### src/hw/rtl/lcf_pkg.sv
// ---------------------------------------------------------------------------
// lcf_pkg
// Types and constants shared by the LED command framer modules.
// ---------------------------------------------------------------------------
package lcf_pkg;

   // item kinds
   localparam logic KIND_REQ = 1'b0;
   localparam logic KIND_ACK = 1'b1;

   // request opcodes
   localparam logic [2:0] OP_COLOR  = 3'd0;
   localparam logic [2:0] OP_BRIGHT = 3'd1;
   localparam logic [2:0] OP_ONOFF  = 3'd2;
   localparam logic [2:0] OP_BLINK  = 3'd3;
   localparam logic [2:0] OP_BREATH = 3'd4;

   // result status codes
   localparam logic [2:0] ST_OK      = 3'd0;
   localparam logic [2:0] ST_SKIP    = 3'd1;
   localparam logic [2:0] ST_INVALID = 3'd2;
   localparam logic [2:0] ST_AWAIT   = 3'd3;
   localparam logic [2:0] ST_WFAIL   = 3'd4;
   localparam logic [2:0] ST_RFAIL   = 3'd5;
   localparam logic [2:0] ST_REJECT  = 3'd6;

   // cached LED modes
   localparam logic [2:0] MODE_UNKNOWN = 3'd0;
   localparam logic [2:0] MODE_OFF     = 3'd1;
   localparam logic [2:0] MODE_ON      = 3'd2;
   localparam logic [2:0] MODE_BLINK   = 3'd3;
   localparam logic [2:0] MODE_BREATH  = 3'd4;

   // device command bytes
   localparam logic [7:0] CMD_BRIGHT = 8'h01;
   localparam logic [7:0] CMD_COLOR  = 8'h02;
   localparam logic [7:0] CMD_ONOFF  = 8'h03;
   localparam logic [7:0] CMD_BLINK  = 8'h04;
   localparam logic [7:0] CMD_BREATH = 8'h05;

   // bus error codes and acknowledge byte
   localparam logic [1:0] BERR_NONE  = 2'd0;
   localparam logic [1:0] BERR_WRITE = 2'd1;
   localparam logic [7:0] ACK_ACCEPT = 8'h01;

   // frame layout
   localparam int         FRAME_LEN   = 12;
   localparam int         CNT_W       = 4;
   localparam logic [7:0] FRAME_HDR_A = 8'ha0;
   localparam logic [7:0] FRAME_HDR_B = 8'h01;
   localparam logic [CNT_W-1:0] LAST_BYTE = CNT_W'(FRAME_LEN - 1);

   typedef enum logic [2:0] {
      S_IDLE  = 3'b001,
      S_EVAL  = 3'b010,
      S_FRAME = 3'b100
   } state_type;

   // controller -> datapath
   typedef struct packed {
      logic             load_in;
      logic             start_pend;
      logic             retry;
      logic             commit;
      logic             purge;
      logic             emit_status;
      logic [2:0]       status;
      logic             att_zero;
      logic             emit_byte;
      logic [CNT_W-1:0] byte_sel;
      logic             byte_last;
   } cmd_type;

   // datapath -> controller
   typedef struct packed {
      logic       item_ack;
      logic       pend_busy;
      logic       req_bad;
      logic       req_skip;
      logic       ack_good;
      logic       attempts_left;
      logic [2:0] fail_cause;
   } stat_type;

   function automatic logic [7:0] cmd_of_op(input logic [2:0] op);
      logic [7:0] c;
      case (op)
         OP_COLOR:  c = CMD_COLOR;
         OP_BRIGHT: c = CMD_BRIGHT;
         OP_ONOFF:  c = CMD_ONOFF;
         OP_BLINK:  c = CMD_BLINK;
         OP_BREATH: c = CMD_BREATH;
         default:   c = CMD_COLOR;
      endcase
      return c;
   endfunction

endpackage

### src/hw/rtl/lcf_datapath.sv
// ---------------------------------------------------------------------------
// lcf_datapath
// Input capture, shadow cache, pending command, frame builder, result regs.
// ---------------------------------------------------------------------------
module lcf_datapath #(
   parameter int LED_COUNT    = 16,
   parameter int MAX_ATTEMPTS = 5
) (
   input  logic              clock,
   input  logic              reset,
   input  logic              req_item_kind,
   input  logic [2:0]        req_opcode,
   input  logic [7:0]        req_led_index,
   input  logic [7:0]        req_red,
   input  logic [7:0]        req_green,
   input  logic [7:0]        req_blue,
   input  logic [7:0]        req_level,
   input  logic              req_turn_on,
   input  logic [15:0]       req_on_time_ms,
   input  logic [15:0]       req_off_time_ms,
   input  logic [1:0]        req_bus_error,
   input  logic [7:0]        req_ack_value,
   input  lcf_pkg::cmd_type  cmd,
   output lcf_pkg::stat_type stat,
   output logic              rsp_valid,
   output logic [7:0]        rsp_frame_byte,
   output logic              rsp_is_frame,
   output logic              rsp_last,
   output logic [2:0]        rsp_status,
   output logic [3:0]        rsp_attempt_number
);

   localparam int         IDX_W     = (LED_COUNT > 1) ? $clog2(LED_COUNT) : 1;
   localparam logic [8:0] LED_LIMIT = 9'(LED_COUNT);
   localparam logic [3:0] ATT_LIMIT = 4'(MAX_ATTEMPTS);

   // captured beat
   logic        kind_ff;
   logic [2:0]  op_ff;
   logic [7:0]  led_ff, red_ff, green_ff, blue_ff, level_ff, ack_ff;
   logic        turn_on_ff;
   logic [15:0] on_time_ff, off_time_ff;
   logic [1:0]  berr_ff;

   // shadow cache
   logic [23:0] color_mem  [LED_COUNT];
   logic [7:0]  bright_mem [LED_COUNT];
   logic [2:0]  mode_mem   [LED_COUNT];
   logic [31:0] time_mem   [LED_COUNT];
   logic [LED_COUNT-1:0] color_vld_ff, bright_vld_ff, mode_vld_ff, time_vld_ff;

   logic [23:0] color_rd_ff;
   logic [7:0]  bright_rd_ff;
   logic [2:0]  mode_rd_ff;
   logic [31:0] time_rd_ff;
   logic        color_rv_ff, bright_rv_ff, mode_rv_ff, time_rv_ff;

   // pending command
   logic        pend_busy_ff;
   logic [7:0]  pend_led_ff;
   logic [2:0]  pend_op_ff;
   logic [31:0] pend_params_ff;
   logic [3:0]  attempt_ff;

   logic [IDX_W-1:0] rd_idx, wr_idx;
   logic [16:0] cycle_c;
   logic        timed_c, skip_c;
   logic [31:0] params_c;
   logic [23:0] color_q;
   logic [7:0]  bright_q;
   logic [2:0]  mode_q, want_mode_c, commit_mode_c;
   logic [31:0] time_q, commit_time_c;
   logic        wr_color, wr_bright, wr_mode, wr_time;
   logic [7:0]  cmd_byte_c;
   logic [15:0] sum_c;
   logic [7:0]  frame_c [lcf_pkg::FRAME_LEN];

   assign rd_idx = req_led_index[IDX_W-1:0];
   assign wr_idx = pend_led_ff[IDX_W-1:0];

   always_ff @(posedge clock) begin
      if (cmd.load_in) begin
         kind_ff     <= req_item_kind;
         op_ff       <= req_opcode;
         led_ff      <= req_led_index;
         red_ff      <= req_red;
         green_ff    <= req_green;
         blue_ff     <= req_blue;
         level_ff    <= req_level;
         turn_on_ff  <= req_turn_on;
         on_time_ff  <= req_on_time_ms;
         off_time_ff <= req_off_time_ms;
         berr_ff     <= req_bus_error;
         ack_ff      <= req_ack_value;
      end
   end

   // cache read, registered, issued with the input beat
   always_ff @(posedge clock) begin
      if (cmd.load_in) begin
         color_rd_ff  <= color_mem[rd_idx];
         bright_rd_ff <= bright_mem[rd_idx];
         mode_rd_ff   <= mode_mem[rd_idx];
         time_rd_ff   <= time_mem[rd_idx];
         color_rv_ff  <= color_vld_ff[rd_idx];
         bright_rv_ff <= bright_vld_ff[rd_idx];
         mode_rv_ff   <= mode_vld_ff[rd_idx];
         time_rv_ff   <= time_vld_ff[rd_idx];
      end
   end

   // cache write on a good acknowledge
   always_comb begin
      wr_color      = 1'b0;
      wr_bright     = 1'b0;
      wr_mode       = 1'b0;
      wr_time       = 1'b0;
      commit_mode_c = (pend_op_ff == lcf_pkg::OP_BREATH) ? lcf_pkg::MODE_BREATH
                                                         : lcf_pkg::MODE_BLINK;
      case (pend_op_ff)
         lcf_pkg::OP_COLOR:  wr_color  = cmd.commit;
         lcf_pkg::OP_BRIGHT: wr_bright = cmd.commit;
         lcf_pkg::OP_ONOFF: begin
            wr_mode       = cmd.commit;
            commit_mode_c = (pend_params_ff[31:24] != 8'd0) ? lcf_pkg::MODE_ON
                                                            : lcf_pkg::MODE_OFF;
         end
         default: begin
            wr_mode = cmd.commit;
            wr_time = cmd.commit;
         end
      endcase
      // params hold cycle and on time; off time is their difference
      commit_time_c = {pend_params_ff[15:0], pend_params_ff[31:16] - pend_params_ff[15:0]};
   end

   always_ff @(posedge clock) begin
      if (wr_color)  color_mem[wr_idx]  <= pend_params_ff[31:8];
      if (wr_bright) bright_mem[wr_idx] <= pend_params_ff[31:24];
      if (wr_mode)   mode_mem[wr_idx]   <= commit_mode_c;
      if (wr_time)   time_mem[wr_idx]   <= commit_time_c;
   end

   always_ff @(posedge clock) begin
      if (reset) begin
         color_vld_ff  <= '0;
         bright_vld_ff <= '0;
         mode_vld_ff   <= '0;
         time_vld_ff   <= '0;
      end else if (cmd.purge) begin
         color_vld_ff[wr_idx]  <= 1'b0;
         bright_vld_ff[wr_idx] <= 1'b0;
         mode_vld_ff[wr_idx]   <= 1'b0;
         time_vld_ff[wr_idx]   <= 1'b0;
      end else begin
         if (wr_color)  color_vld_ff[wr_idx]  <= 1'b1;
         if (wr_bright) bright_vld_ff[wr_idx] <= 1'b1;
         if (wr_mode)   mode_vld_ff[wr_idx]   <= 1'b1;
         if (wr_time)   time_vld_ff[wr_idx]   <= 1'b1;
      end
   end

   // invalid entries read as zero
   assign color_q  = color_rv_ff  ? color_rd_ff  : '0;
   assign bright_q = bright_rv_ff ? bright_rd_ff : '0;
   assign mode_q   = mode_rv_ff   ? mode_rd_ff   : lcf_pkg::MODE_UNKNOWN;
   assign time_q   = time_rv_ff   ? time_rd_ff   : '0;

   // request classification
   always_comb begin
      cycle_c     = {1'b0, on_time_ff} + {1'b0, off_time_ff};
      timed_c     = (op_ff == lcf_pkg::OP_BLINK) || (op_ff == lcf_pkg::OP_BREATH);
      want_mode_c = (op_ff == lcf_pkg::OP_BREATH) ? lcf_pkg::MODE_BREATH
                                                  : lcf_pkg::MODE_BLINK;
      case (op_ff)
         lcf_pkg::OP_COLOR: begin
            skip_c   = color_rv_ff && (color_q == {red_ff, green_ff, blue_ff});
            params_c = {red_ff, green_ff, blue_ff, 8'd0};
         end
         lcf_pkg::OP_BRIGHT: begin
            skip_c   = bright_rv_ff && (bright_q == level_ff);
            params_c = {level_ff, 24'd0};
         end
         lcf_pkg::OP_ONOFF: begin
            skip_c   = mode_q == (turn_on_ff ? lcf_pkg::MODE_ON : lcf_pkg::MODE_OFF);
            params_c = {7'd0, turn_on_ff, 24'd0};
         end
         default: begin
            skip_c   = (mode_q == want_mode_c) && (time_q == {on_time_ff, off_time_ff});
            params_c = {cycle_c[15:0], on_time_ff};
         end
      endcase
   end

   always_comb begin
      stat.item_ack      = kind_ff == lcf_pkg::KIND_ACK;
      stat.pend_busy     = pend_busy_ff;
      stat.req_bad       = ({1'b0, led_ff} >= LED_LIMIT) || (op_ff > lcf_pkg::OP_BREATH)
                           || (timed_c && cycle_c[16]);
      stat.req_skip      = skip_c;
      stat.ack_good      = (berr_ff == lcf_pkg::BERR_NONE) && (ack_ff == lcf_pkg::ACK_ACCEPT);
      stat.attempts_left = attempt_ff < ATT_LIMIT;
      if (berr_ff == lcf_pkg::BERR_WRITE)
         stat.fail_cause = lcf_pkg::ST_WFAIL;
      else if (berr_ff != lcf_pkg::BERR_NONE)
         stat.fail_cause = lcf_pkg::ST_RFAIL;
      else
         stat.fail_cause = lcf_pkg::ST_REJECT;
   end

   // pending command
   always_ff @(posedge clock) begin
      if (reset) begin
         pend_busy_ff <= 1'b0;
         attempt_ff   <= '0;
      end else if (cmd.start_pend) begin
         pend_busy_ff <= 1'b1;
         attempt_ff   <= 4'd1;
      end else if (cmd.retry) begin
         attempt_ff   <= attempt_ff + 4'd1;
      end else if (cmd.commit || cmd.purge) begin
         pend_busy_ff <= 1'b0;
      end
   end

   always_ff @(posedge clock) begin
      if (cmd.start_pend) begin
         pend_led_ff    <= led_ff;
         pend_op_ff     <= op_ff;
         pend_params_ff <= params_c;
      end
   end

   // frame image
   always_comb begin
      cmd_byte_c = lcf_pkg::cmd_of_op(pend_op_ff);
      sum_c = 16'(lcf_pkg::FRAME_HDR_A) + 16'(lcf_pkg::FRAME_HDR_B) + 16'(cmd_byte_c)
            + 16'(pend_params_ff[31:24]) + 16'(pend_params_ff[23:16])
            + 16'(pend_params_ff[15:8]) + 16'(pend_params_ff[7:0]);
      frame_c[0]  = pend_led_ff;
      frame_c[1]  = lcf_pkg::FRAME_HDR_A;
      frame_c[2]  = lcf_pkg::FRAME_HDR_B;
      frame_c[3]  = 8'd0;
      frame_c[4]  = 8'd0;
      frame_c[5]  = cmd_byte_c;
      frame_c[6]  = pend_params_ff[31:24];
      frame_c[7]  = pend_params_ff[23:16];
      frame_c[8]  = pend_params_ff[15:8];
      frame_c[9]  = pend_params_ff[7:0];
      frame_c[10] = sum_c[15:8];
      frame_c[11] = sum_c[7:0];
   end

   // result register
   always_ff @(posedge clock) begin
      if (reset)
         rsp_valid <= 1'b0;
      else
         rsp_valid <= cmd.emit_byte || cmd.emit_status;
   end

   always_ff @(posedge clock) begin
      if (cmd.emit_byte) begin
         rsp_frame_byte     <= frame_c[cmd.byte_sel];
         rsp_is_frame       <= 1'b1;
         rsp_last           <= cmd.byte_last;
         rsp_status         <= lcf_pkg::ST_AWAIT;
         rsp_attempt_number <= attempt_ff;
      end else if (cmd.emit_status) begin
         rsp_frame_byte     <= 8'd0;
         rsp_is_frame       <= 1'b0;
         rsp_last           <= 1'b1;
         rsp_status         <= cmd.status;
         rsp_attempt_number <= cmd.att_zero ? 4'd0 : attempt_ff;
      end
   end

endmodule

### src/hw/rtl/lcf_ctrl.sv
// ---------------------------------------------------------------------------
// lcf_ctrl
// Sequencer: evaluates one beat, then emits a status or a 12-byte frame.
// ---------------------------------------------------------------------------
module lcf_ctrl (
   input  logic              clock,
   input  logic              reset,
   input  logic              start,
   input  lcf_pkg::stat_type stat,
   output lcf_pkg::cmd_type  cmd,
   output logic              busy
);

   lcf_pkg::state_type state_ff, state_in;
   logic [lcf_pkg::CNT_W-1:0] cnt_ff, cnt_in;

   always_ff @(posedge clock) begin
      if (reset) begin
         state_ff <= lcf_pkg::S_IDLE;
         cnt_ff   <= '0;
      end else begin
         state_ff <= state_in;
         cnt_ff   <= cnt_in;
      end
   end

   assign busy = state_ff != lcf_pkg::S_IDLE;

   always_comb begin
      state_in = state_ff;
      cnt_in   = cnt_ff;
      cmd      = '0;
      case (state_ff)
         lcf_pkg::S_IDLE: begin
            if (start) begin
               cmd.load_in = 1'b1;
               state_in    = lcf_pkg::S_EVAL;
            end
         end
         lcf_pkg::S_EVAL: begin
            state_in = lcf_pkg::S_IDLE;
            if (!stat.item_ack) begin
               if (stat.pend_busy) begin
                  // a request while a frame is outstanding is refused
                  cmd.emit_status = 1'b1;
                  cmd.status      = lcf_pkg::ST_INVALID;
               end else if (stat.req_bad) begin
                  cmd.emit_status = 1'b1;
                  cmd.status      = lcf_pkg::ST_INVALID;
                  cmd.att_zero    = 1'b1;
               end else if (stat.req_skip) begin
                  cmd.emit_status = 1'b1;
                  cmd.status      = lcf_pkg::ST_SKIP;
                  cmd.att_zero    = 1'b1;
               end else begin
                  cmd.start_pend = 1'b1;
                  cnt_in         = '0;
                  state_in       = lcf_pkg::S_FRAME;
               end
            end else begin
               if (!stat.pend_busy) begin
                  cmd.emit_status = 1'b1;
                  cmd.status      = lcf_pkg::ST_INVALID;
                  cmd.att_zero    = 1'b1;
               end else if (stat.ack_good) begin
                  cmd.commit      = 1'b1;
                  cmd.emit_status = 1'b1;
                  cmd.status      = lcf_pkg::ST_OK;
               end else if (stat.attempts_left) begin
                  cmd.retry = 1'b1;
                  cnt_in    = '0;
                  state_in  = lcf_pkg::S_FRAME;
               end else begin
                  // out of attempts: drop the LED's cached setting
                  cmd.purge       = 1'b1;
                  cmd.emit_status = 1'b1;
                  cmd.status      = stat.fail_cause;
               end
            end
         end
         lcf_pkg::S_FRAME: begin
            cmd.emit_byte = 1'b1;
            cmd.byte_sel  = cnt_ff;
            cmd.byte_last = cnt_ff == lcf_pkg::LAST_BYTE;
            if (cnt_ff == lcf_pkg::LAST_BYTE)
               state_in = lcf_pkg::S_IDLE;
            else
               cnt_in = cnt_ff + lcf_pkg::CNT_W'(1);
         end
         default: begin
            state_in = lcf_pkg::S_IDLE;
         end
      endcase
   end

endmodule

### src/hw/rtl/led_command_framer_with_cache.sv
// ---------------------------------------------------------------------------
// led_command_framer_with_cache
// LED command framer with per-LED shadow cache and acknowledge retry.
// ---------------------------------------------------------------------------
// Input: one beat is taken on a rising edge with start high and busy low.
// A beat is either an LED request (req_item_kind 0) or the acknowledge
// outcome of the outstanding frame (req_item_kind 1).
// Output: each result is shown for one cycle with rsp_valid high; rsp_last
// marks the final result of a beat. The receiver cannot stall the block.
// Sequencing: a beat that yields one status result keeps busy high through
// the evaluate state; its result shows in the cycle busy falls. A beat that
// sends a frame keeps busy high through evaluate and then the byte-serial
// frame sequencer, one byte per cycle; each byte shows in the cycle after
// it is selected, the last in the cycle busy falls. A new beat may be
// taken in the same cycle the previous last result shows.
// Reset clears the controller, the pending command and all cache valid bits,
// so every cache entry reads as empty; no clearing pass is needed.
// ---------------------------------------------------------------------------
module led_command_framer_with_cache #(
   parameter int LED_COUNT    = 16,
   parameter int MAX_ATTEMPTS = 5
) (
   input  logic        clock,
   input  logic        reset,
   input  logic        start,
   output logic        busy,
   input  logic        req_item_kind,
   input  logic [2:0]  req_opcode,
   input  logic [7:0]  req_led_index,
   input  logic [7:0]  req_red,
   input  logic [7:0]  req_green,
   input  logic [7:0]  req_blue,
   input  logic [7:0]  req_level,
   input  logic        req_turn_on,
   input  logic [15:0] req_on_time_ms,
   input  logic [15:0] req_off_time_ms,
   input  logic [1:0]  req_bus_error,
   input  logic [7:0]  req_ack_value,
   output logic        rsp_valid,
   output logic [7:0]  rsp_frame_byte,
   output logic        rsp_is_frame,
   output logic        rsp_last,
   output logic [2:0]  rsp_status,
   output logic [3:0]  rsp_attempt_number
);

   lcf_pkg::cmd_type  cmd;
   lcf_pkg::stat_type stat;

   lcf_ctrl u_ctrl (
      .clock (clock),
      .reset (reset),
      .start (start),
      .stat  (stat),
      .cmd   (cmd),
      .busy  (busy)
   );

   lcf_datapath #(
      .LED_COUNT    (LED_COUNT),
      .MAX_ATTEMPTS (MAX_ATTEMPTS)
   ) u_datapath (
      .clock              (clock),
      .reset              (reset),
      .req_item_kind      (req_item_kind),
      .req_opcode         (req_opcode),
      .req_led_index      (req_led_index),
      .req_red            (req_red),
      .req_green          (req_green),
      .req_blue           (req_blue),
      .req_level          (req_level),
      .req_turn_on        (req_turn_on),
      .req_on_time_ms     (req_on_time_ms),
      .req_off_time_ms    (req_off_time_ms),
      .req_bus_error      (req_bus_error),
      .req_ack_value      (req_ack_value),
      .cmd                (cmd),
      .stat               (stat),
      .rsp_valid          (rsp_valid),
      .rsp_frame_byte     (rsp_frame_byte),
      .rsp_is_frame       (rsp_is_frame),
      .rsp_last           (rsp_last),
      .rsp_status         (rsp_status),
      .rsp_attempt_number (rsp_attempt_number)
   );

endmodule

### config.mk
export PLATFORM = sky130hd
export DESIGN_NAME = led_command_framer_with_cache
export DESIGN_NICKNAME = d
export VERILOG_FILES = /design/src/hw/rtl/lcf_pkg.sv /design/src/hw/rtl/lcf_datapath.sv /design/src/hw/rtl/lcf_ctrl.sv /design/src/hw/rtl/led_command_framer_with_cache.sv
export SDC_FILE = /design/constraint.sdc
export NUM_CORES = 1
export LEC_CHECK = 0
export BUFFER_PORTS_ARGS = -buffer_cell sky130_fd_sc_hd__buf_2
export CELL_PAD_IN_SITES_DETAIL_PLACEMENT = 1
export CELL_PAD_IN_SITES_GLOBAL_PLACEMENT = 1
export CORE_MARGIN = 2
export CORE_UTILIZATION = 50
export DETAILED_ROUTE_END_ITERATION = 7
export PLACE_DENSITY = 0.85
export SLEW_MARGIN = 20
export SYNTH_ARGS = -nofsm -noshare
export SYNTH_HDL_FRONTEND = slang
export SYNTH_SLANG_ARGS = --single-unit
### constraint.sdc
create_clock -name clock -period 5.6 [get_ports clock]
set_input_delay 0 -clock clock [delete_from_list [all_inputs] [get_ports clock]]
set_output_delay 0 -clock clock [all_outputs]
set_load 0.02 [all_outputs]
# Word-level counts from Yosys, hierarchy flattened
# Memory sizes are Yosys's and may differ from the RTL's. A register that Yosys moved wholly into a read port is not among the register bits.
# Cells that the tools add are included.
# totals
regBits	228
ram_bits	1072
in_bits	90
output_inout_bits	19
wordCells	225
memories	4
# memory_table
memory	words	width	rd	rd_clocked_by_memory_dff	wr	line_no	text
u_datapath.time_mem	16	32	1	1	1	lcf_datapath.sv:49	logic [31:0] time_mem [LED_COUNT];
u_datapath.color_mem	16	24	1	1	1	lcf_datapath.sv:46	logic [23:0] color_mem [LED_COUNT];
u_datapath.bright_mem	16	8	1	1	1	lcf_datapath.sv:47	logic [7:0] bright_mem [LED_COUNT];
u_datapath.mode_mem	16	3	1	1	1	lcf_datapath.sv:48	logic [2:0] mode_mem [LED_COUNT];
# classes
addsub	9
order_cmp	7
n_eq_ne	30
n_mux	101
bitwise	10
reduce_logical	30
# op_table
op	count
2-to-1 mux 16 bit	8
case mux 32 bit (3 select lines)	1
adder 16 x 8 -> 16 bit	4
bitwise AND 16 bit	4
OR 16 bit	4
2-to-1 mux 4 bit	14
2-to-1 mux 3 bit	16
2-to-1 mux 8 bit	5
2-to-1 mux 1 bit	36
binary-select mux 8 bit (select 4 bit)	1
== test 32 bit	1
2-to-1 mux 32 bit	1
== test 24 bit	1
2-to-1 mux 24 bit	1
2-to-1 mux 5 bit	4
nonzero test 2 bit	9
adder 16 x 16 -> 17 bit	1
binary-select mux 1 bit (select 4 bit)	4
NOT 16 bit	1
subtractor 16 bit	1
== test 3 x 2 -> 1 bit, second input constant	5
case mux 3 bit (4 select lines)	1
less-than comparator 4 x 5 -> 1 bit, second input constant	2
adder 8 x 3 -> 9 bit, first input constant	1
35 further kinds	61

# Logic depth before layout (Yosys ltp)
# depth
word_depth	14
mapped_depth	20
ltp_nobuf	20

# Hierarchy
# A second synthesis with hierarchy kept.
# hier_totals
hier_cells	2805
area_unflattened_um2	55020.3
# by_module_without_submodules
mod	n_inst	cells_per_inst	area_per_inst_um2	seq_area_each_um2
lcf_datapath	1	2738	54514.8	40098.5
lcf_ctrl	1	67	505.5	140.1

# Least setup slack after synthesis
# Ideal clock, no wire load.
# synth_path
kind	register -> register
from	register u_datapath.pend_op_ff[1]
to	register u_datapath.rsp_frame_byte[0], data pin
setup_time_ps	255
t_arrival_ps	5052
required_ps	5345
slack_ps	292
stages_incl_launch_ff	19
path_buffers	0
synth_period_minus_slack_ps	5308
path_cell_list	edfxtp_1 nor3b_1 nor2_1 ha_1 xor2_1 fa_1 fa_1 inv_1 fa_1 inv_1 ha_1 a21o_1 a21oi_1 nand2b_1 a21boi_0 o41ai_2 xnor2_1 o211ai_1 a31o_1
# synth_between
elab_chain_len	11
elab_cells_between_ends	14
classes_between	add/sub (5); eq/ne (4); mux (5)
# synth_lines
element	line_no	text
start, declared	lcf_datapath.sv:61	logic [2:0] pend_op_ff;
start signal, assigned	lcf_datapath.sv:229	pend_op_ff <= op_ff;
== test 3 bit, or another cell as far along	lcf_pkg.sv:87	case (op)
case mux 3 bit (4 select lines) *	lcf_pkg.sv:87	
adder 8 x 3 -> 9 bit	lcf_datapath.sv:237	sum_c = 16'(lcf_pkg::FRAME_HDR_A) + 16'(lcf_pkg::FRAME_HDR_B) + 16'(cmd_byte_c)
adder 16 x 8 -> 16 bit (2 in a row)	lcf_datapath.sv:238	+ 16'(pend_params_ff[31:24]) + 16'(pend_params_ff[23:16])
adder 16 x 8 -> 16 bit (2 in a row)	lcf_datapath.sv:239	+ 16'(pend_params_ff[15:8]) + 16'(pend_params_ff[7:0]);
binary-select mux 8 bit (select 4 bit) *	lcf_datapath.sv:264	rsp_frame_byte <= frame_c[cmd.byte_sel];
2-to-1 mux 8 bit (implied by the code) * (2 in a row)	lcf_datapath.sv:264	
2-to-1 mux 8 bit *	lcf_datapath.sv:263	if (cmd.emit_byte) begin
end signal, assigned	lcf_datapath.sv:264	
end, declared	lcf_datapath.sv:26	output logic [7:0] rsp_frame_byte,
# Mark *: on every way between the ends. The rest lies on a longest branch, timed or not. The select of a mux whose other input is x is not followed.
# A chain may end at the register's enable or synchronous reset.

# Final worst setup path
# Same ends and word-level chain as after synthesis.

==> flow_summary.ini <==
[timing]
grt_setup_unrepaired = no
min_period_over_period_pct = 93.6
skew_ns = 0.0442
finalCriticalPeriod_ns = 5.24
holdWs_ns = 0.0581
fmax_mhz = 191
hold_viol = 0
tns_ns = 0
worst_slew_pin_slew_ns = 1.27
report.final.slew_viol_count = 0
finalSetupViolations = 0
relSlewSlack_pct = 15.1

[critical_path]
cp-end-kind = flop
cp_max_fo = 20
critical_path_class = flop to flop
cp-start-kind = flop
cp.required_ns = 6.10
arrival_ns = 5.74

[logic_synthesis]
synth_fp_nets = 2922
synth_edf_count = 1286
syn_area_um2 = 54800
seq_area_frac_synth_pct = 73.4
synth_warnings = 0
syn_area_per_cell_um2 = 19.8
ys_async_sr_fraction_pct = 0
syn_inst = 2761
ys_seq_elements = 1367
yosysUniqueCellTypes = 84
synth_ff_type = edfxtp_1

[power]
p_leak_nw = 20.7
p_sw_share_pct = 22.8
switchingPower_mw = 4.98
clockPowerShare_pct = 42.4
power_frac_comb_pct = 5.4
pwr-share-seq_pct = 52.2
powerDensity_nw_per_um2 = 343
peakVddDrop_uv = 338
power.total_mw = 21.8
internal-power_mw = 16.8

[clock_network]
cts_buffers = 140
cts_root_buf = clkbuf_16
path_clk_slew_ns = 0.07
cts.sinks = 1367
cts_tree = done
htreeDepth = 4
clk_path_buf_depth = 3
clock_latency_ns = 0.78

[cells_and_area]
n_fill_cell = 9311
multi_input_area_um2 = 13900
drive_gt1_share_pct = 24.6
layout.nets = 3290
final_cell_mix = edfxtp_1 (1286), mux4_2 (355), dlygate4sd3_1 (168)
seq_area_um2 = 40200
instances_no_fill = 4661
stdcell_area_um2 = 63600
syn_to_final_growth_pct = 16.1
final_common_cell = edfxtp_1

[die]
io_pins = 109
die_height_um = 335
start_util_pct = 50.3
die_w_um = 335
rows = 121
die_area_um2 = 112000
core_area_um2 = 109000

[routing]
wire_per_inst_um = 36.0
top_layer = met5
route.detailed.drc = 0
ant_nets = 0
dr_wl_met3_um = 20700
drt-met1-wl_um = 60300
drtIter0Drc = 4437
avgViaCountPerCell = 6.75
drtPass1Iterations = 6
vias = 31500
wl_met2_um = 78800
routed_wirelength_um = 168000

[grt]
grt_pass1_wl_um = 241000
grt_pass1_vias = 32900
grt_overflow = 0
antenna_found_initial = 7
grt_use_total_pct = 30.3
grt_max_degree = 127

[placement]
port_buffers = 108
hpwl_um = 91300
gp_congestion = 0.935
dpl-instance-area_um2 = 57400
place_inst = 4230

[worst_hold_path]
hold_class = input pin to flop

[status]
status = finished clean

[run]
cap_violations = 0
-- cell families (layout without fill, tap and decap cells) --
logic type	after synthesis	after routing	share of synthesized area [%]
and+or+nand+nor	370	370	3.38
AOI/OAI and AO/OA	322	322	4.06
adders and majority gates	71	71	1.90
other	0	6	0
muxes	364	364	14.8
xor gates and xnor gates	58	58	0.927
DFF	1367	1367	73.4
buffers and inverters	209	689	1.55
-- timing repair --
action	4_1_cts	5_1_grt
hold endpoints to repair	132	0
setup endpoints to repair	0	2
setup buffers	0	0
hold buffers	168	0
gates resized for setup	0	1
-- Yosys cell counts (all sizes together), types with 5 or more instances --
cell type | n | area share, %
a31oi | 20 | 0.23
inv | 88 | 0.60
nand2b | 16 | 0.18
a21oi | 68 | 0.65
o2111ai | 5 | 0.080
a22o | 9 | 0.14
edfxtp | 1286 | 70
clkbuf | 80 | 0.55
nor3 | 47 | 0.43
o21a | 63 | 0.86
nor2b | 30 | 0.34
a21o | 7 | 0.096
nand2 | 73 | 0.50
and2 | 10 | 0.12
a31o | 7 | 0.11
a22oi | 5 | 0.069
fa | 20 | 0.73
nor4 | 12 | 0.16
xnor2 | 30 | 0.48
nand4 | 6 | 0.069
o31ai | 6 | 0.091
and3 | 9 | 0.10
mux4 | 355 | 15
ha | 51 | 1.2
o21ai | 49 | 0.45
nand3 | 19 | 0.17
dfxtp | 81 | 3.0
xor2 | 28 | 0.45
buf | 41 | 0.40
o21bai | 5 | 0.069
nor2 | 121 | 0.89
o22ai | 22 | 0.25
mux2i | 9 | 0.16
-- flip-flops by register name, summed over array words and instances (netlist names), 16 cells and up, named ones only --
register	count
u_datapath.color_rd_ff	24
u_datapath.time_rd_ff	32
u_datapath.color_mem	384
u_datapath.mode_mem	48
u_datapath.off_time_ff	16
u_datapath.on_time_ff	16
u_datapath.pend_params_ff	32
u_datapath.bright_mem	128
u_datapath.time_mem	512
-- path summary, 6_finish.rpt --
path                            startpoint                            to  slack, ns  cells past startpoint
setup / recovery  u_datapath.pend_op_ff[1]  u_datapath.rsp_frame_byte[0]       0.36                     18
hold / removal          req_off_time_ms[3]     u_datapath.off_time_ff[3]       0.06                      2
setup reg to reg  u_datapath.pend_op_ff[1]  u_datapath.rsp_frame_byte[0]       0.36                     18
hold reg to reg       u_datapath.led_ff[3]     u_datapath.pend_led_ff[3]       0.42                      0
-- area by class of cell --
class                           count  share of cell area, %
Antenna cell                        6                 0.0236
Clock buffer                      178                   5.90
Clock inverter                     76                   1.05
Inverter                           88                  0.519
Multi-Input combinational cell   1185                   21.9
Sequential cell                  1367                   63.3
Tap cell                         1414                   2.78
Timing Repair Buffer              347                   4.53
-- stage by stage --
stage	utilization, %	worst slack (ns)
floorplan	-	0.292
global placement	52.7	0.544
detailed placement	52.7	0.394
CTS	58.3	0.319
global route	58.4	0.0679
finish	58.4	0.357
-- metal layers --
metal / track usage (%) / vias to the layer above
met3: 8.13 / 510
li1: - / 12000
met4: 13.2 / 8
met5: 0 / -
met2: 47.4 / 2513
met1: 40.3 / 16400
-- critical path, cell delays in order, from the launching register on --
cell      delay [ns]
edfxtp_1        0.56
nor3b_2         0.35
buf_4           0.32
a21o_1          0.17
xor2_1          0.19
fa_1            0.46
fa_1            0.51
inv_1           0.05
fa_1            0.53
inv_1           0.07
ha_1            0.27
a21o_1          0.19
a21oi_1         0.22
nand2b_1        0.14
a21boi_0        0.13
o41ai_2         0.32
xnor2_1         0.17
o211ai_1        0.11
a31o_1          0.25
-- power by group through the flow --
| stage | registers, mW | logic (mW) | clock network (mW) |
|---|---|---|---|
| after floorplan | 11.5 | 0.680 | 0 |
| after global placement | 11.6 | 0.963 | 0 |
| after detailed placement | 11.6 | 1.00 | 0 |
| after CTS | 11.4 | 1.12 | 9.24 |
| after global routing | 11.4 | 1.22 | 9.63 |
| final | 11.4 | 1.17 | 9.25 |
Power figures use the tool's default switching activity.
